===== src/hw/rtl/gms_pkg.sv =====
// types and constants of the grid map cell store
// depends on: nothing
package gms_pkg;

	// field widths
	localparam int SZ_W = 17;
	localparam int COORD_W = 16;
	localparam int VAL_W = 8;
	localparam int OP_W = 2;
	localparam int CFG_IDX_W = 2;
	localparam int IN_TDATA_W = 64;
	localparam int OUT_TDATA_W = 16;

	// input tdata bit positions
	localparam int IN_OP_LSB = 0;
	localparam int IN_CX_LSB = IN_OP_LSB + OP_W;
	localparam int IN_CY_LSB = IN_CX_LSB + COORD_W;
	localparam int IN_CZ_LSB = IN_CY_LSB + COORD_W;
	localparam int IN_VAL_LSB = IN_CZ_LSB + COORD_W;

	// output tdata bit positions
	localparam int OUT_STATUS_BIT = 0;
	localparam int OUT_RD_LSB = 1;
	localparam int OUT_EQ_BIT = OUT_RD_LSB + VAL_W;

	// size register indexes and reset values
	localparam logic [CFG_IDX_W-1:0] REG_SIZE_X = 2'd0;
	localparam logic [CFG_IDX_W-1:0] REG_SIZE_Y = 2'd1;
	localparam logic [CFG_IDX_W-1:0] REG_SIZE_Z = 2'd2;
	localparam logic [SZ_W-1:0] SIZE_X_RST = 17'd256;
	localparam logic [SZ_W-1:0] SIZE_Y_RST = 17'd256;
	localparam logic [SZ_W-1:0] SIZE_Z_RST = 17'd1;

	// operation codes; the spare code acts as a read
	typedef enum logic [OP_W-1:0] {
		OP_READ    = 2'd0,
		OP_WRITE   = 2'd1,
		OP_COMPARE = 2'd2
	} op_t;

	// one request as taken from the stream
	typedef struct packed {
		op_t                        op;
		logic signed [COORD_W-1:0]  cx;
		logic signed [COORD_W-1:0]  cy;
		logic signed [COORD_W-1:0]  cz;
		logic [VAL_W-1:0]           val;
	} req_t;

	// request at the cell access stage
	typedef struct packed {
		logic              valid;
		logic              in_range;
		op_t               op;
		logic [VAL_W-1:0]  val;
	} acc_t;

endpackage


===== src/hw/rtl/gms_index.sv =====
// range check and linear index pipeline of the grid map cell store
// depends on: gms_pkg
module gms_index #(
	parameter int CAPACITY = 65536,
	parameter int NUM_AXES = 3
) (
	input  logic                             clk,
	input  logic                             arst_n,
	input  logic                             en,
	input  logic                             in_valid,
	input  gms_pkg::req_t                    req,
	input  logic [gms_pkg::SZ_W-1:0]         size_x,
	input  logic [gms_pkg::SZ_W-1:0]         size_y,
	input  logic [gms_pkg::SZ_W-1:0]         size_z,
	output gms_pkg::acc_t                    acc,
	output logic [$clog2(CAPACITY)-1:0]      idx
);
	import gms_pkg::*;

	localparam int ADDR_W = $clog2(CAPACITY);
	localparam int CAP_W = $clog2(CAPACITY + 1);
	localparam logic [2*SZ_W-1:0] CAP_XY = (2*SZ_W)'(CAPACITY);
	localparam logic [CAP_W+SZ_W-1:0] CAP_T = (CAP_W+SZ_W)'(CAPACITY);

	// stage 2 signals
	logic [COORD_W-1:0] cx_u, cy_u, cz_u;
	logic ok_x, ok_y, ok_z;
	logic [2*SZ_W-1:0] xy_prod;
	logic [COORD_W+SZ_W-1:0] y_prod;
	logic v_s2, ok_s2, sxy_big_s2;
	op_t op_s2;
	logic [VAL_W-1:0] val_s2;
	logic [ADDR_W-1:0] x_s2, yoff_s2;
	logic [COORD_W-1:0] cz_s2;
	logic [CAP_W-1:0] sxy_s2;

	// stage 3 signals
	logic [COORD_W+CAP_W-1:0] z_prod;
	logic [SZ_W-1:0] sz_eff;
	logic [CAP_W+SZ_W-1:0] t_prod;
	logic v_s3, ok_s3, tbig_s3;
	op_t op_s3;
	logic [VAL_W-1:0] val_s3;
	logic [ADDR_W-1:0] xy_s3, zoff_s3;

	// stage 4 signals
	logic v_s4, in_range_s4;
	op_t op_s4;
	logic [VAL_W-1:0] val_s4;
	logic [ADDR_W-1:0] idx_s4;

	// per-axis checks, y stride product and xy plane size
	always_comb begin
		cx_u = $unsigned(req.cx);
		cy_u = $unsigned(req.cy);
		cz_u = $unsigned(req.cz);
		ok_x = !req.cx[COORD_W-1] && (SZ_W'(cx_u) < size_x);
		ok_y = !req.cy[COORD_W-1] && (SZ_W'(cy_u) < size_y);
		ok_z = (NUM_AXES >= 3) ? (!req.cz[COORD_W-1] && (SZ_W'(cz_u) < size_z)) : 1'b1;
		xy_prod = size_x * size_y;
		y_prod = cy_u * size_x;
	end

	always_ff @(posedge clk or negedge arst_n) begin
		if (!arst_n) begin
			v_s2 <= 1'b0;
		end else if (en) begin
			v_s2 <= in_valid;
		end
	end

	always_ff @(posedge clk) begin
		if (en) begin
			op_s2 <= req.op;
			val_s2 <= req.val;
			ok_s2 <= ok_x && ok_y && ok_z;
			x_s2 <= ADDR_W'(cx_u);
			yoff_s2 <= y_prod[ADDR_W-1:0];
			cz_s2 <= cz_u;
			sxy_s2 <= xy_prod[CAP_W-1:0];
			sxy_big_s2 <= (xy_prod > CAP_XY);
		end
	end

	// z stride product, total size and partial index
	always_comb begin
		sz_eff = (NUM_AXES >= 3) ? size_z : SZ_W'(1);
		z_prod = cz_s2 * sxy_s2;
		t_prod = sxy_s2 * sz_eff;
	end

	always_ff @(posedge clk or negedge arst_n) begin
		if (!arst_n) begin
			v_s3 <= 1'b0;
		end else if (en) begin
			v_s3 <= v_s2;
		end
	end

	always_ff @(posedge clk) begin
		if (en) begin
			op_s3 <= op_s2;
			val_s3 <= val_s2;
			ok_s3 <= ok_s2 && !sxy_big_s2;
			tbig_s3 <= (t_prod > CAP_T);
			xy_s3 <= x_s2 + yoff_s2;
			zoff_s3 <= (NUM_AXES >= 3) ? z_prod[ADDR_W-1:0] : '0;
		end
	end

	// final index and range verdict
	always_ff @(posedge clk or negedge arst_n) begin
		if (!arst_n) begin
			v_s4 <= 1'b0;
		end else if (en) begin
			v_s4 <= v_s3;
		end
	end

	always_ff @(posedge clk) begin
		if (en) begin
			op_s4 <= op_s3;
			val_s4 <= val_s3;
			in_range_s4 <= ok_s3 && !tbig_s3;
			idx_s4 <= xy_s3 + zoff_s3;
		end
	end

	assign acc = '{valid: v_s4, in_range: in_range_s4, op: op_s4, val: val_s4};
	assign idx = idx_s4;

endmodule


===== config.mk =====
export PLATFORM = sky130hd
export DESIGN_NAME = gms_index
export DESIGN_NICKNAME = d
export VERILOG_FILES = /design/src/hw/rtl/gms_pkg.sv /design/src/hw/rtl/gms_index.sv
export SDC_FILE = /design/constraint.sdc
export NUM_CORES = 2
export LEC_CHECK = 0
export BUFFER_PORTS_ARGS = -buffer_cell sky130_fd_sc_hd__buf_2
export CAP_MARGIN = 25
export CORE_MARGIN = 10
export CORE_UTILIZATION = 55
export CTS_CLUSTER_SIZE = 12
export DETAILED_ROUTE_END_ITERATION = 16
export PLACE_DENSITY = 0.69
export SLEW_MARGIN = 40
export SYNTH_ARGS = -nofsm -noshare
export SYNTH_HDL_FRONTEND = slang
export SYNTH_SLANG_ARGS = --single-unit

===== constraint.sdc =====
create_clock -name clk -period 7.9 [get_ports clk]
set_input_delay 1.185 -clock clk [delete_from_list [all_inputs] [get_ports clk]]
set_output_delay 1.185 -clock clk [all_outputs]
set_load 0.01 [all_outputs]

==> results by group <==
Status
  – Status: finished clean

Critical path
  – Worst path slowest cell: fa_1
  – WP buf/inv: 6
  – Arr. time, crit path: between 7 and 8 ns
  – Flop-to-flop setup slack: roughly 0.94 ns
  – Cell chain of the critical path: buf_2 > inv_1 > nor2_1 > fa_1 > inv_1 > fa_1 > inv_1 > fa_1 > fa_1 > inv_1 > fa_1 > fa_1 > inv_1 > ha_1 > a21o_1 > o21ai_1 > nand4b_1 > or4_1 > or4_1 > o31ai_2 > nand4_1 > or4_1 > or4_1
  – Critical Path RT: slightly above 8 ns
  – Max stage delay on crit path: roughly 0.56 ns
  – Endpoint type of the worst setup path: flop
  – Maximum fanout along the worst path: 2
  – Critical path class: input port to flop
  – Most frequent cell on the critical path: fa_1
  – Startpoint types: input port
  – CP top delay family: adder cells

Timing
  – Max-slew violation count: 0
  – Unrepaired setup endpoints after global routing: no
  – Setup violators final: 0
  – Max Clock Skew: ~0.019 ns
  – Fmax: 0.1329 GHz
  – Endpoints failing hold: 0
  – Worst Tran Pin Value: 0.8873 ns
  – Slew HR: 0.4085
  – Crit path time final: between 7 and 8 ns
  – Final worst path period share: 0.9527

Clock tree
  – Later-pin clock latency in the skew report: between 0.4 and 0.5 ns
  – Cts bufs inserted: 17
  – CTS tree: done
  – CTS Root Cell: clkbuf_16
  – Clock buffer depth: 2
  – Clk slew on worst S/H paths: roughly 0.070 ns
  – Hold_buf cts: 0
  – H-tree depth: 4
  – CTS sink cnt: ~150

Min path
  – Hold WC Path Type: flop to flop

Floorplanning
  – Core Area: about 0.061 mm2
  – Initial Util: 0.5530
  – Row cnt: 91
  – Die height: around 270 um
  – Die width: roughly 270 um
  – Die area: between 0.07 and 0.08 mm2
  – IO Pins: about 140

Synth
  – Syn Inst Count: roughly 3700
  – Main synth FF type: edfxtp_1
  – Post-Synthesis Cell Area: between 0.03 and 0.04 mm2
  – Yosys reg bits: 151
  – Share of the yosys chip area belonging to registers: 0.1332
  – Commonest cells post-synth: inv_1 (889), fa_1 (610), nand2_1 (549)
  – Synth top area cells: fa_1 (36%), ha_1 (14%), edfxtp_1 (13%), inv_1 (9.8%), nand2_1 (6.1%)
  – Yosys top cell by area: fa_1
  – Top cell type's share of synthesized area: 0.3598
  – Synth warnings: 0
  – Async SR Flop Fraction: 0.01987
  – Post-synthesis cell type count: 71
  – EDFF count, synth: between 100 and 150
  – Most frequent cell after synthesis: inv_1
  – Syn_area_per_cell: 9.067 um2
  – Mapped Nets: between 4000 and 5000

Placement
  – Routability Congestion: roughly 0.93
  – Post-DP HPWL: 71730 um
  – Port Buffers: 140

Routing
  – Drt wl/cell: around 18 um
  – Vias/cell: roughly 5.4
  – Post-route ant nets: 0
  – DRC violations left: 0
  – Final wirelength: about 86000 um
  – DR vias: around 25000
  – Detailed Route Iter0 Violations: ~1700
  – DR pass1 iterations: 6

Global routing
  – First-pass GRT wire length: ~140000 um
  – Initial antenna violation count: 3
  – GRT overflow: 0
  – Vias in the first global route: between 20000 and 30000
  – Total GRT Usage: 0.2523
  – Largest net degree at the start of global routing: 77

Layout
  – Share of layout cells above drive strength 1: 0.08498
  – Util after Layout: 0.5994
  – NumNets Final: around 5000
  – Area grow syn2layout: 8.399%

Flow run
  – Reported max-cap violation count: 0
## flip-flops by register name, summed over array words and instances (netlist names), 8 cells and up
register and cells:
cz_s2 16, zoff_s3 16, idx 16, val_s2 8, x_s2 16, yoff_s2 16
xy_s3 16, sxy_s2 17, val_s3 8, val_s4 8
## cell families after synthesis
kind of cell    synth area share
mux                     0.004314
fa+ha+maj                 0.5032
flops                     0.1332
simple gates              0.1491
buf+inv                   0.1161
xor+xnor                 0.03536
compound gates           0.05869
## area by class of cell
cell class / instances / area [um2]
Sequential cell: 151 / 4519
Clock buffer: 17 / 425.4
Fill cell: 5391 / 24580
Timing Repair Buffer: 281 / 1822
Multi-Input combinational cell: 2544 / 25480
Inverter: 899 / 3374
Tap cell: 790 / 988.4
Clock inverter: 15 / 178.9
Antenna cell: 1 / 2.502
## worst register-to-register path, stage by stage, from the launching register on
cell and delay [ns]:
edfxtp_1 0.87, nand2_1 0.18, fa_1 0.55, fa_1 0.58
fa_1 0.45, fa_1 0.54, inv_1 0.05, fa_1 0.47
inv_1 0.05, fa_1 0.47, inv_1 0.04, ha_1 0.34
o21ai_0 0.18, a21oi_1 0.06, or2_2 0.33, nand2_1 0.24
xor2_1 0.20, nand4_1 0.11, o41ai_1 0.27, buf_4 0.20
nand4_1 0.11, nor4_1 0.26, nand3_1 0.16
## stage by stage
stage | instance area, um2 | setup TNS, ns | instances | hold slack, ns | setup slack (ns)
2_1_floorplan | 33940 | 0 | 3743 | 0.4003 | 0.05284
3_3_place_gp | 36130 | -0.03490 | 4661 | 0.4008 | -0.03490
3_5_place_dp | 36180 | -0.1306 | 4665 | 0.4045 | -0.1306
4_1_cts | 36790 | 0 | 4697 | 0.4214 | 0.3328
5_1_grt | 36790 | 0 | 4698 | 0.4283 | 0.01390
6_report | 36790 | 0 | 4698 | 0.4209 | 0.3734
## cell usage in the layout, fill, tap and decap left out, drive strengths merged, types with 79 or more instances in the layout
cell type  synthesis  layout
xnor2            108     108
nor2             157     157
and2             251     251
buf                6     281
fa               610     610
edfxtp           148     148
inv              890     895
ha               389     389
nand2            550     550
a21oi             79      79
## worst paths after layout
path / from / to / depth (start not counted)
worst min-delay path: val_s2[1] / val_s3[1] / 0
worst max register to register: sxy_s2[10] / tbig_s3 / 22
worst min register to register: val_s2[1] / val_s3[1] / 0
min in group asynchronous: arst_n / v_s4 / 1
max in group asynchronous: arst_n / v_s3 / 1
worst max-delay path: size_x[10] / sxy_big_s2 / 23
## layer usage
metal | wire length (um) | up-vias | global-route usage
met5 | 0 | - | 0
met3 | 4801 | 171 | 0.03101
met1 | 35400 | 12810 | 0.3207
met4 | 2867 | 0 | 0.08304
met2 | 43320 | 793 | 0.4411
li1 | - | 11660 | -
## repair_timing
action,CTS,global route
endpoints found under the setup margin,0,1
setup buffers,0,0
endpoints found under the hold margin,0,0
gates resized for setup,0,1
Power is not shown: default switching activity piles up to over one toggle a cycle in this logic, so the estimate is an artifact.
